`config.mk`:
```
export PLATFORM = sky130hd
export DESIGN_NAME = binary_thinning_subpass
export DESIGN_NICKNAME = d
export VERILOG_FILES = /design/src/hw/rtl/bts_pkg.sv /design/src/hw/rtl/bts_line_store.sv /design/src/hw/rtl/bts_window.sv /design/src/hw/rtl/bts_emitter.sv /design/src/hw/rtl/binary_thinning_subpass.sv
export VERILOG_INCLUDE_DIRS = /design/src /design/src/hw/rtl
export SDC_FILE = /design/constraint.sdc
export NUM_CORES = 2
export LEC_CHECK = 0
export ABC_AREA = 1
export BUFFER_PORTS_ARGS = -buffer_cell sky130_fd_sc_hd__buf_2
export CAP_MARGIN = 20
export CELL_PAD_IN_SITES_DETAIL_PLACEMENT = 1
export CELL_PAD_IN_SITES_GLOBAL_PLACEMENT = 1
export CORE_UTILIZATION = 46
export DETAILED_ROUTE_END_ITERATION = 8
export MAX_ROUTING_LAYER = met4
export PLACE_DENSITY = 0.73
export SLEW_MARGIN = 30
export SYNTH_ARGS = -nofsm -noshare
export SYNTH_HDL_FRONTEND = slang
export SYNTH_SLANG_ARGS = --single-unit
export TNS_END_PERCENT = 50
```
`constraint.sdc`:
```
create_clock -name aclk -period 17.32 [get_ports aclk]
set_input_delay 0.866 -clock aclk [delete_from_list [all_inputs] [get_ports aclk]]
set_output_delay 0.866 -clock aclk [all_outputs]
set_load 0.01 [all_outputs]
```
`src/hw/rtl/binary_thinning_subpass_defines.svh`:
```
// Assertion macros used by the thinning sub-pass top level.
`ifndef BINARY_THINNING_SUBPASS_DEFINES_SVH
`define BINARY_THINNING_SUBPASS_DEFINES_SVH
`ifndef SYNTHESIS
`define BTS_ASSERT_IMP(lbl, clk, rst_n, ante, cons) \
    lbl: assert property (@(posedge clk) disable iff (!(rst_n)) (ante) |-> (cons)) \
        else $error("assertion failed");
`define BTS_ASSERT_NXT(lbl, clk, rst_n, ante, cons) \
    lbl: assert property (@(posedge clk) disable iff (!(rst_n)) (ante) |=> (cons)) \
        else $error("assertion failed");
`else
`define BTS_ASSERT_IMP(lbl, clk, rst_n, ante, cons)
`define BTS_ASSERT_NXT(lbl, clk, rst_n, ante, cons)
`endif
`endif

```
`src/hw/rtl/bts_pkg.sv`:
```
// Package: constants, types and decision functions of the thinning sub-pass.
package bts_pkg;

    localparam int MAX_WIDTH  = 1024;
    localparam int MAX_HEIGHT = 1024;
    localparam int COORD_W    = 10;
    localparam int DIM_W      = 11;
    localparam int ADDR_W     = $clog2(MAX_WIDTH);
    localparam int CFG_IDX_W  = 2;
    localparam logic [DIM_W-1:0] MAX_W_DIM = DIM_W'(MAX_WIDTH);
    localparam logic [DIM_W-1:0] MAX_H_DIM = DIM_W'(MAX_HEIGHT);
    localparam logic [DIM_W-1:0] MIN_DIM   = DIM_W'(3);

    typedef enum logic [CFG_IDX_W-1:0] {
        CFG_IMAGE_WIDTH   = 2'd0,
        CFG_IMAGE_HEIGHT  = 2'd1,
        CFG_SUB_ITERATION = 2'd2
    } bts_cfg_idx_t;

    typedef struct packed {
        logic               px;
        logic [COORD_W-1:0] row;
        logic [COORD_W-1:0] col;
        logic               eol;
        logic               lastrow;
        logic               interior;
    } bts_item_t;

    // mask bit order: (r-1,c-1), (r,c-1), (r-1,c), (r,c)
    typedef struct packed {
        logic [3:0]         mask;
        logic               pix_a;
        logic               rem_a;
        logic               pix_b;
        logic               pix_c;
        logic               pix_d;
        logic [COORD_W-1:0] row;
        logic [COORD_W-1:0] col;
    } bts_group_t;

    function automatic logic [DIM_W-1:0] bts_clamp(logic [DIM_W-1:0] v,
                                                   logic [DIM_W-1:0] hi);
        logic [DIM_W-1:0] res;
        if (v < MIN_DIM) begin
            res = MIN_DIM;
        end else if (v > hi) begin
            res = hi;
        end else begin
            res = v;
        end
        return res;
    endfunction

    function automatic logic bts_clears(logic [8:0] win, logic sub);
        logic [7:0] p;
        logic [3:0] a;
        logic [3:0] b;
        logic       m1;
        logic       m2;
        p = {win[0], win[3], win[6], win[7], win[8], win[5], win[2], win[1]};
        a = '0;
        b = '0;
        for (int i = 0; i < 8; i++) begin
            b = b + {3'b000, p[i]};
            if (!p[i] && p[3'(i + 1)]) begin
                a = a + 4'd1;
            end
        end
        if (!sub) begin
            m1 = p[0] & p[2] & p[4];
            m2 = p[2] & p[4] & p[6];
        end else begin
            m1 = p[0] & p[2] & p[6];
            m2 = p[0] & p[4] & p[6];
        end
        return win[4] && (a == 4'd1) && (b >= 4'd2) && (b <= 4'd6) && !m1 && !m2;
    endfunction

endpackage

```
`src/hw/rtl/bts_line_store.sv`:
```
// Two-row line store: {upper, middle} bits per column, registered read.
module bts_line_store (
    input  logic                      aclk,
    input  logic                      rd_en,
    input  logic [bts_pkg::ADDR_W-1:0] rd_addr,
    output logic [1:0]                rd_data,
    input  logic                      wr_en,
    input  logic [bts_pkg::ADDR_W-1:0] wr_addr,
    input  logic [1:0]                wr_data
);
    import bts_pkg::*;

    logic [1:0] mem [MAX_WIDTH];
    logic [1:0] rd_data_reg;

    always_ff @(posedge aclk) begin
        if (wr_en) begin
            mem[wr_addr] <= wr_data;
        end
        if (rd_en) begin
            rd_data_reg <= mem[rd_addr];
        end
    end

    assign rd_data = rd_data_reg;

endmodule

```
`src/hw/rtl/bts_window.sv`:
```
// 3x3 window shift and removal decision; builds the result group of one pixel.
module bts_window (
    input  logic                aclk,
    input  logic                aresetn,
    input  logic                advance,
    input  bts_pkg::bts_item_t  item,
    input  logic [1:0]          ram_data,
    input  logic                sub_iteration,
    output logic [1:0]          wr_data,
    output bts_pkg::bts_group_t group
);
    import bts_pkg::*;

    logic [8:0] win_reg;
    logic [8:0] win_next;
    logic       up;
    logic       mid;
    logic       rem;
    logic       has_a;
    logic       has_c;

    assign up  = ram_data[1];
    assign mid = ram_data[0];

    assign win_next = ({1'b0, win_reg[8:1]} & 9'h1DB)
                    | {6'd0, up, 2'd0} | {3'd0, mid, 5'd0} | {item.px, 8'd0};

    always_ff @(posedge aclk) begin
        if (!aresetn) begin
            win_reg <= '0;
        end else if (advance) begin
            win_reg <= win_next;
        end
    end

    assign wr_data = {mid, item.px};
    assign rem     = item.interior & bts_clears(win_next, sub_iteration);
    assign has_a   = (item.row != '0) && (item.col != '0);
    assign has_c   = (item.row != '0) && item.eol;

    always_comb begin
        group.mask  = {has_c & item.lastrow, has_c, has_a & item.lastrow, has_a};
        group.pix_a = win_next[4] & ~rem;
        group.rem_a = rem;
        group.pix_b = win_next[7];
        group.pix_c = mid;
        group.pix_d = item.px;
        group.row   = item.row;
        group.col   = item.col;
    end

endmodule

```
`src/hw/rtl/bts_emitter.sv`:
```
// Result buffer: holds one pixel's result group and sends it one transfer at a time.
module bts_emitter (
    input  logic                       aclk,
    input  logic                       aresetn,
    input  logic                       load,
    input  bts_pkg::bts_group_t        group,
    output logic                       free,
    output logic                       m_valid,
    input  logic                       m_ready,
    output logic                       m_pixel_out,
    output logic                       m_removed,
    output logic [bts_pkg::COORD_W-1:0] m_out_row,
    output logic [bts_pkg::COORD_W-1:0] m_out_col,
    output logic                       m_last
);
    import bts_pkg::*;

    logic [3:0]         mask_reg;
    logic [3:0]         mask_next;
    bts_group_t         buf_reg;
    logic [3:0]         cur;
    logic [3:0]         rest;
    logic               xfer;
    logic [COORD_W-1:0] row_m1;
    logic [COORD_W-1:0] col_m1;

    always_comb begin
        priority if (mask_reg[0]) begin
            cur = 4'b0001;
        end else if (mask_reg[1]) begin
            cur = 4'b0010;
        end else if (mask_reg[2]) begin
            cur = 4'b0100;
        end else begin
            cur = {mask_reg[3], 3'b000};
        end
    end

    assign rest   = mask_reg & ~cur;
    assign xfer   = m_valid && m_ready;
    assign free   = (mask_reg == '0) || (m_ready && rest == '0);
    assign row_m1 = buf_reg.row - COORD_W'(1);
    assign col_m1 = buf_reg.col - COORD_W'(1);

    always_comb begin
        mask_next = mask_reg;
        if (xfer) begin
            mask_next = rest;
        end
        if (load && free) begin
            mask_next = group.mask;
        end
    end

    always_ff @(posedge aclk) begin
        if (!aresetn) begin
            mask_reg <= '0;
        end else begin
            mask_reg <= mask_next;
        end
    end

    always_ff @(posedge aclk) begin
        if (load && free) begin
            buf_reg <= group;
        end
    end

    assign m_valid = (mask_reg != '0);
    assign m_last  = (rest == '0);

    always_comb begin
        unique case (cur)
            4'b0001: begin
                m_pixel_out = buf_reg.pix_a;
                m_removed   = buf_reg.rem_a;
                m_out_row   = row_m1;
                m_out_col   = col_m1;
            end
            4'b0010: begin
                m_pixel_out = buf_reg.pix_b;
                m_removed   = 1'b0;
                m_out_row   = buf_reg.row;
                m_out_col   = col_m1;
            end
            4'b0100: begin
                m_pixel_out = buf_reg.pix_c;
                m_removed   = 1'b0;
                m_out_row   = row_m1;
                m_out_col   = buf_reg.col;
            end
            default: begin
                m_pixel_out = buf_reg.pix_d;
                m_removed   = 1'b0;
                m_out_row   = buf_reg.row;
                m_out_col   = buf_reg.col;
            end
        endcase
    end

endmodule

```
`src/hw/rtl/binary_thinning_subpass.sv`:
```
// Top level of one Zhang-Suen thinning sub-pass over a raster-order binary stream.
// A pixel's results pass the stage-1 item register and then the result buffer before transfer.
// Throughput: one pixel per cycle while each pixel yields at most one result and results
// are accepted; a pixel yielding n results (up to 4, at row ends and on the last row) holds
// the result buffer until all n have transferred. Line store: one 1024x2 RAM, read then written.
// Reset: counters, window and control clear; line store contents are not cleared.
`include "binary_thinning_subpass_defines.svh"
module binary_thinning_subpass (
    input  logic                         aclk,
    input  logic                         aresetn,
    input  logic                         s_valid,
    output logic                         s_ready,
    input  logic                         s_pixel_in,
    output logic                         m_valid,
    input  logic                         m_ready,
    output logic                         m_pixel_out,
    output logic                         m_removed,
    output logic [bts_pkg::COORD_W-1:0]   m_out_row,
    output logic [bts_pkg::COORD_W-1:0]   m_out_col,
    output logic                         m_last,
    input  logic                         cfg_valid,
    output logic                         cfg_ready,
    input  logic [bts_pkg::CFG_IDX_W-1:0] cfg_index,
    input  logic [bts_pkg::DIM_W-1:0]     cfg_data
);
    import bts_pkg::*;

    logic [DIM_W-1:0]   width_reg;
    logic [DIM_W-1:0]   height_reg;
    logic               sub_reg;
    logic [COORD_W-1:0] row_reg;
    logic [COORD_W-1:0] row_next;
    logic [COORD_W-1:0] col_reg;
    logic [COORD_W-1:0] col_next;
    logic               s1_valid_reg;
    logic               s1_valid_next;
    bts_item_t          s1_item_reg;
    bts_item_t          item_in;
    logic [DIM_W-1:0]   w_m1;
    logic [DIM_W-1:0]   h_m1;
    logic [DIM_W-1:0]   col_ext;
    logic [DIM_W-1:0]   row_ext;
    logic               eol;
    logic               lastrow;
    logic               s_xfer;
    logic               advance;
    logic               emit_free;
    logic [1:0]         ram_rd;
    logic [1:0]         ram_wr;
    bts_group_t         group;

    assign cfg_ready = 1'b1;

    always_ff @(posedge aclk) begin
        if (!aresetn) begin
            width_reg  <= MAX_W_DIM;
            height_reg <= MAX_H_DIM;
            sub_reg    <= 1'b0;
        end else if (cfg_valid) begin
            unique case (cfg_index)
                CFG_IMAGE_WIDTH:   width_reg  <= cfg_data;
                CFG_IMAGE_HEIGHT:  height_reg <= cfg_data;
                CFG_SUB_ITERATION: sub_reg    <= cfg_data[0];
                default: ;
            endcase
        end
    end

    assign w_m1    = bts_clamp(width_reg, MAX_W_DIM) - DIM_W'(1);
    assign h_m1    = bts_clamp(height_reg, MAX_H_DIM) - DIM_W'(1);
    assign col_ext = {1'b0, col_reg};
    assign row_ext = {1'b0, row_reg};
    assign eol     = col_ext >= w_m1;
    assign lastrow = row_ext >= h_m1;

    assign advance = s1_valid_reg && emit_free;
    assign s_ready = !s1_valid_reg || advance;
    assign s_xfer  = s_valid && s_ready;

    always_comb begin
        item_in.px       = s_pixel_in;
        item_in.row      = row_reg;
        item_in.col      = col_reg;
        item_in.eol      = eol;
        item_in.lastrow  = lastrow;
        item_in.interior = (row_reg >= COORD_W'(2)) && (row_ext <= h_m1)
                        && (col_reg >= COORD_W'(2)) && (col_ext <= w_m1);
    end

    always_comb begin
        row_next      = row_reg;
        col_next      = col_reg;
        s1_valid_next = s1_valid_reg;
        if (advance) begin
            s1_valid_next = 1'b0;
        end
        if (s_xfer) begin
            s1_valid_next = 1'b1;
            if (eol) begin
                col_next = '0;
                row_next = lastrow ? '0 : row_reg + COORD_W'(1);
            end else begin
                col_next = col_reg + COORD_W'(1);
            end
        end
    end

    always_ff @(posedge aclk) begin
        if (!aresetn) begin
            row_reg      <= '0;
            col_reg      <= '0;
            s1_valid_reg <= 1'b0;
        end else begin
            row_reg      <= row_next;
            col_reg      <= col_next;
            s1_valid_reg <= s1_valid_next;
        end
    end

    always_ff @(posedge aclk) begin
        if (s_xfer) begin
            s1_item_reg <= item_in;
        end
    end

    bts_line_store u_line_store (
        .aclk    (aclk),
        .rd_en   (s_xfer),
        .rd_addr (col_reg[ADDR_W-1:0]),
        .rd_data (ram_rd),
        .wr_en   (advance),
        .wr_addr (s1_item_reg.col[ADDR_W-1:0]),
        .wr_data (ram_wr)
    );

    bts_window u_window (
        .aclk          (aclk),
        .aresetn       (aresetn),
        .advance       (advance),
        .item          (s1_item_reg),
        .ram_data      (ram_rd),
        .sub_iteration (sub_reg),
        .wr_data       (ram_wr),
        .group         (group)
    );

    bts_emitter u_emitter (
        .aclk        (aclk),
        .aresetn     (aresetn),
        .load        (advance),
        .group       (group),
        .free        (emit_free),
        .m_valid     (m_valid),
        .m_ready     (m_ready),
        .m_pixel_out (m_pixel_out),
        .m_removed   (m_removed),
        .m_out_row   (m_out_row),
        .m_out_col   (m_out_col),
        .m_last      (m_last)
    );

    `BTS_ASSERT_NXT(a_s1_hold, aclk, aresetn, s1_valid_reg && !advance, s1_valid_reg && $stable(s1_item_reg))
    `BTS_ASSERT_NXT(a_eol_wrap, aclk, aresetn, s_xfer && eol, col_reg == '0)
    `BTS_ASSERT_IMP(a_s1_geom, aclk, aresetn, s1_valid_reg && s1_item_reg.eol, s1_item_reg.col >= COORD_W'(2))

endmodule

```
Word-level counts from Yosys, hierarchy flattened
Memory sizes are Yosys's and may differ from the RTL's. A register that Yosys moved wholly into a read port is not among the register bits.
Cells that the tools add are included.
{ "totals": {"regBits": 106, "mem_bits_rw": 2048, "out_inout_bits": 26, "n_memories": 1} }
{ "op_classes": {"add_sub_neg": 16, "magnitude_cmp": 12, "eq_ne": 6, "n_mux": 25, "bitwise": 17, "reduce_logical": 42} }
{ "memory_table": {"columns": ["memory", "depth", "word_bits", "read_ports", "rd_clocked_by_memory_dff", "wr", "line", "text"], "rows": [
  ["u_line_store.mem", 1024, 2, 1, 1, 1, "bts_line_store.sv:13", "logic [1:0] mem [MAX_WIDTH];"]
]} }
{ "ops": {"columns": ["cell", "count"], "rows": [
  ["11-bit 2-to-1 mux", 4],
  ["10-bit 2-to-1 mux", 4],
  ["4-bit 2-to-1 mux", 8],
  ["4-bit by 1-bit adder with 4-bit output", 6],
  ["10-bit by 11-bit >= comparator with 1-bit output", 2],
  ["11-bit > comparator (second input constant)", 2],
  ["10-bit by 11-bit less-or-equal comparator with 1-bit output", 2],
  ["11-bit by 2-bit less-than comparator with 1-bit output (second input constant)", 2],
  ["11-bit by 1-bit subtractor with 11-bit output (second input constant)", 2],
  ["10-bit by 1-bit adder with 10-bit output (second input constant)", 2],
  ["10-bit by 2-bit >= comparator with 1-bit output (second input constant)", 2],
  ["10-bit nonzero test", 2],
  ["10-bit by 1-bit subtractor with 10-bit output (second input constant)", 2],
  ["1-bit logical AND", 19],
  ["1-bit bitwise AND", 11],
  ["9-bit by 6-bit OR with 9-bit output", 1],
  ["9-bit OR", 1],
  ["4-bit by 1-bit adder with 4-bit output (second input constant)", 2],
  ["4-bit by 1-bit equality test with 1-bit output (second input constant)", 2],
  ["4-bit zero test", 2],
  ["1-bit 2-to-1 mux", 8],
  ["8-bit by 3-bit OR with 8-bit output", 1],
  ["2-bit AND reduction", 4],
  ["1-bit zero test", 7],
  ["17 further kinds", 20]
]} }

Longest topological paths before layout
{ "logic_depth": {"ltp_word": 21, "depth_mapped": 27, "ltp_nobuf": 27} }

Modules after synthesis
From an unflattened synthesis, not the netlist that was laid out.
{ "unflattened": {"hier_cells": 8724, "hier_area_um2": 93108.0} }
{ "modules_own_cells": {"columns": ["module", "n_inst", "cells_per_inst", "area_per_inst_um2", "seq_area_each_um2"], "rows": [
  ["bts_line_store", 1, 7976, 86973.4, 61559.0],
  ["binary_thinning_subpass", 1, 473, 3782.4, 1601.5],
  ["bts_emitter", 1, 137, 1463.9, 830.8],
  ["bts_window", 1, 138, 888.4, 120.1]
]} }

Worst setup path before layout
OpenSTA, ideal clock, no wires.
{ "synth_timing": {"path_type": "register -> register", "from": "register s1_item_reg[23] (netlist name)", "to": "register u_emitter.buf_reg[24] (netlist name) (data pin)", "setup_time_ns": 0.255, "t_arrival_ns": 16.502, "slack_ns": 0.563, "stages_incl_launch_ff": 14, "cell_sequence": "edfxtp_1 -> inv_1 -> fa_1 -> fa_1 -> inv_1 -> fa_1 -> inv_1 -> fa_1 -> xor2_1 -> o32ai_1 -> a211oi_1 -> nand3_1 -> nor2_1 -> nor2_1"} }
{ "synth_rtl": {"columns": ["element", "line", "text"], "rows": [
  ["start: declaration", "binary_thinning_subpass.sv:37", "bts_item_t s1_item_reg;"],
  ["start signal: assignment", "binary_thinning_subpass.sv:122", "s1_item_reg <= item_in;"],
  ["end signal: assignment", "bts_emitter.sv:65", "buf_reg <= group;"],
  ["end: declaration", "bts_emitter.sv:20", "bts_group_t buf_reg;"]
]} }

==> impl_metrics.json <==
{
  "yosys_warnings": 0,
  "rr_startpoint": "col_reg[1]",
  "worstSetupPathType": "reg2reg",
  "max_stage_delay_ns": 0.75,
  "holdBufCountCts": 0,
  "dp_hpwl_mm": 162,
  "syn-cell-area_mm2": 0.0941,
  "placed_area_mm2": 0.0968,
  "routed_wl_mm": 303,
  "cap_violations": 0,
  "clkSlewWorstSetupHoldPaths_ns": 0.06,
  "postLayoutCellArea_mm2": 0.104,
  "period_minus_slack_ns": 5.30,
  "cts_tree": "done",
  "setup_tns_ns": 0,
  "cp_top_family": "buffers and inverters",
  "worst_setup_path_start_kind": "register",
  "cp_cell_sequence": "buf_4, buf_4, buf_12, nor2_1, o21ai_0, nand2_1, nand2_1, nand2_1, o21ai_0, nand2_1, nor2_1, nor2_1, nor2_1, nand2_1, nand3_1, nand2_1",
  "multi_input_area_mm2": 0.0262,
  "arrival_ns": 5.91,
  "die_w_um": 454,
  "cp_num_buf_inv": 3,
  "grt_antenna_before_repair": 15,
  "r2r_slack_ns": 12.02,
  "dp.cells": 11700,
  "clk_path_buf_depth": 3,
  "gp_congestion": 0.833,
  "clock_skew_ns": 0.0350,
  "cpMostUsedCell": "nand2_1",
  "path_max_fanout": 148,
  "cts_resized": 0,
  "yosys_register_bits": 2153,
  "worst_pin_slew_ns": 1.08,
  "routed_via_density": 5.69,
  "irDropWorstVdd_mv": 0.119,
  "synth_top_cell_by_area": "edfxtp_1",
  "grt_usage_pct": 30.1,
  "finalHoldViolCount": 0,
  "rr_worst_depth": 16,
  "ys_seq_area_share_pct": 68.1,
  "vias": 69000,
  "startpoint": "col_reg[1]",
  "min_from": "s_pixel_in",
  "syn_avg_cell_area_um2": 9.97,
  "cts_buffers": 222,
  "grt_pass1_vias": 71600,
  "grt_pass1_wl_mm": 447,
  "dp_slack_ns": 12.17,
  "io_buffers": 43,
  "drive_above_1_share_pct": 5.93,
  "grt_max_degree": 216,
  "hold_end": "s1_item_reg[23]",
  "htree_levels": 4,
  "stdcell_count": 12100,
  "largest_reg_flops": 2048,
  "nFillCells": 22200,
  "clkSinkCount": 2153,
  "power_density_mw_per_mm2": 115,
  "ys_types": 45,
  "async_flop_share_pct": 0,
  "drt-wirelength-per-cell_um": 25.0,
  "cts-root-buf": "clkbuf_16",
  "cp_slowest_cell": "dfxtp_4",
  "finalCritPeriodShare_pct": 30.6,
  "die-area_mm2": 0.206,
  "reg2reg_to": "u_line_store.rd_data[0]",
  "p_leak_nw": 38.0,
  "num-nets-final": 9317,
  "rsz0062_at_grt": "false",
  "initial_core_util_pct": 46.4,
  "pin_count": 45,
  "synth_ff_type": "edfxtp_1",
  "setup_viol": 0,
  "yosysTopAreaCellShare_pct": 67.0,
  "fin_ws_ns": 12.02,
  "antenna_left": 0,
  "post_cts_buffers": 0,
  "cp-end-kind": "register",
  "route.detailed.drc": 0,
  "dr.first_iter.drc_count": 6957,
  "hold_path_depth": 1,
  "dieHeight_um": 454,
  "register_area_mm2": 0.0641,
  "syn_nets": 9502,
  "status": "finished, final reports clean",
  "power_w": 0.0119,
  "hold_path.class": "in2reg",
  "cp.required_ns": 17.93,
  "rows": 165,
  "slew_violations": 0,
  "timing.fmax_mhz": 189,
  "dr.pass1.iters": 5,
  "core_area_mm2": 0.203,
  "area_growth_pct": 9.97,
  "clock_latency_ns": 0.88,
  "synthCells": 9446,
  "synth_area_leaders": "edfxtp_1 67%, nor2_1 9.8%, nand2_1 9.8%",
  "synth_edf_count": 2099,
  "slew_headroom_pct": 28.0,
  "overflow": 0
}
cells by family after synthesis:
group / share of synthesized area [%]
xor gates and xnor gates: 0.381
adders and majority gates: 0.524
other: 0.00398
AOI/OAI and AO/OA: 5.39
DFF: 68.1
and+or+nand+nor: 21.2
buffers and inverters: 4.39
metal layers:
metal | up-vias | routed length [µm] | track usage, %
met4 | 0 | 11800 | 11.1
li1 | 30800 | - | -
met3 | 572 | 21700 | 4.01
met5 | - | 0 | -
met1 | 35100 | 124000 | 38.3
met2 | 2455 | 145000 | 49.2
cell type report:
cell class                 instances  area share, %
antenna                            4        0.00967
tap                             2672           3.23
sequential                      2153           61.9
clock inverter                   109          0.647
clock buffer                     294           5.77
timing repair buffer             198           1.54
multi-input combinational       6271           25.4
inverter                         415           1.52
metrics by stage:
step                      hold slack, ns  util, %
final                              0.194     51.1
after CTS                          0.133     51.0
after floorplan                    0.427        -
after global routing               0.165     51.1
after global placement             0.432     47.7
after detailed placement           0.436     47.7
placed cells by master, fill, tap and decap left out, types with 30 or more instances in the layout:
cell type	count
nand4_1	35
clkbuf_16	226
clkbuf_1	62
buf_4	129
nand3_1	202
inv_1	406
ha_1	33
a21oi_1	56
xor2_1	30
dfxtp_1	52
buf_2	43
clkinv_2	39
o21ai_0	898
nor2_1	2447
clkinv_1	53
edfxtp_1	2099
nand2_1	2415
nand2_4	30
worst register-to-register path, delay by kind of cell (launching register included):
family          cells  cell delay [ns]
flops               1             0.75
compound gates      2             0.48
buf+inv             3             2.03
simple gates       11             1.78
cell usage after synthesis (11+ instances only):
| cell | number |
|---|---|
| nor3_1 | 27 |
| a21oi_1 | 56 |
| xnor2_1 | 11 |
| o21ai_0 | 898 |
| nand4_1 | 35 |
| xor2_1 | 30 |
| ha_1 | 33 |
| dfxtp_1 | 54 |
| buf_1 | 42 |
| inv_1 | 408 |
| o21ai_1 | 13 |
| nand2_1 | 2450 |
| edfxtp_1 | 2099 |
| clkbuf_1 | 333 |
| nand3_1 | 202 |
| nor2_1 | 2456 |
| buf_2 | 228 |
| o22ai_1 | 13 |
worst max path at each step:
| stage | to | depth (start not counted) | slack (ns) |
|---|---|---|---|
| final | u_line_store.rd_data[0] | 16 | 12.02 |
| after global routing | u_line_store.rd_data[0] | 16 | 11.91 |
| after CTS | u_line_store.rd_data[0] | 16 | 12.14 |
| after detailed placement | u_line_store.rd_data[0] | 16 | 12.17 |
| after global placement | u_line_store.rd_data[0] | 16 | 12.36 |
| after floorplan | u_emitter.buf_reg[24] | 13 | 0.56 |
power breakdown:
| group | switching [W] | internal [W] |
|---|---|---|
| Combinational | 0.00115 | 0.000364 |
| Clock | 0.00201 | 0.00248 |
| Sequential | 0.0000383 | 0.00588 |
Note: power is estimated with default switching activity, not from simulation.
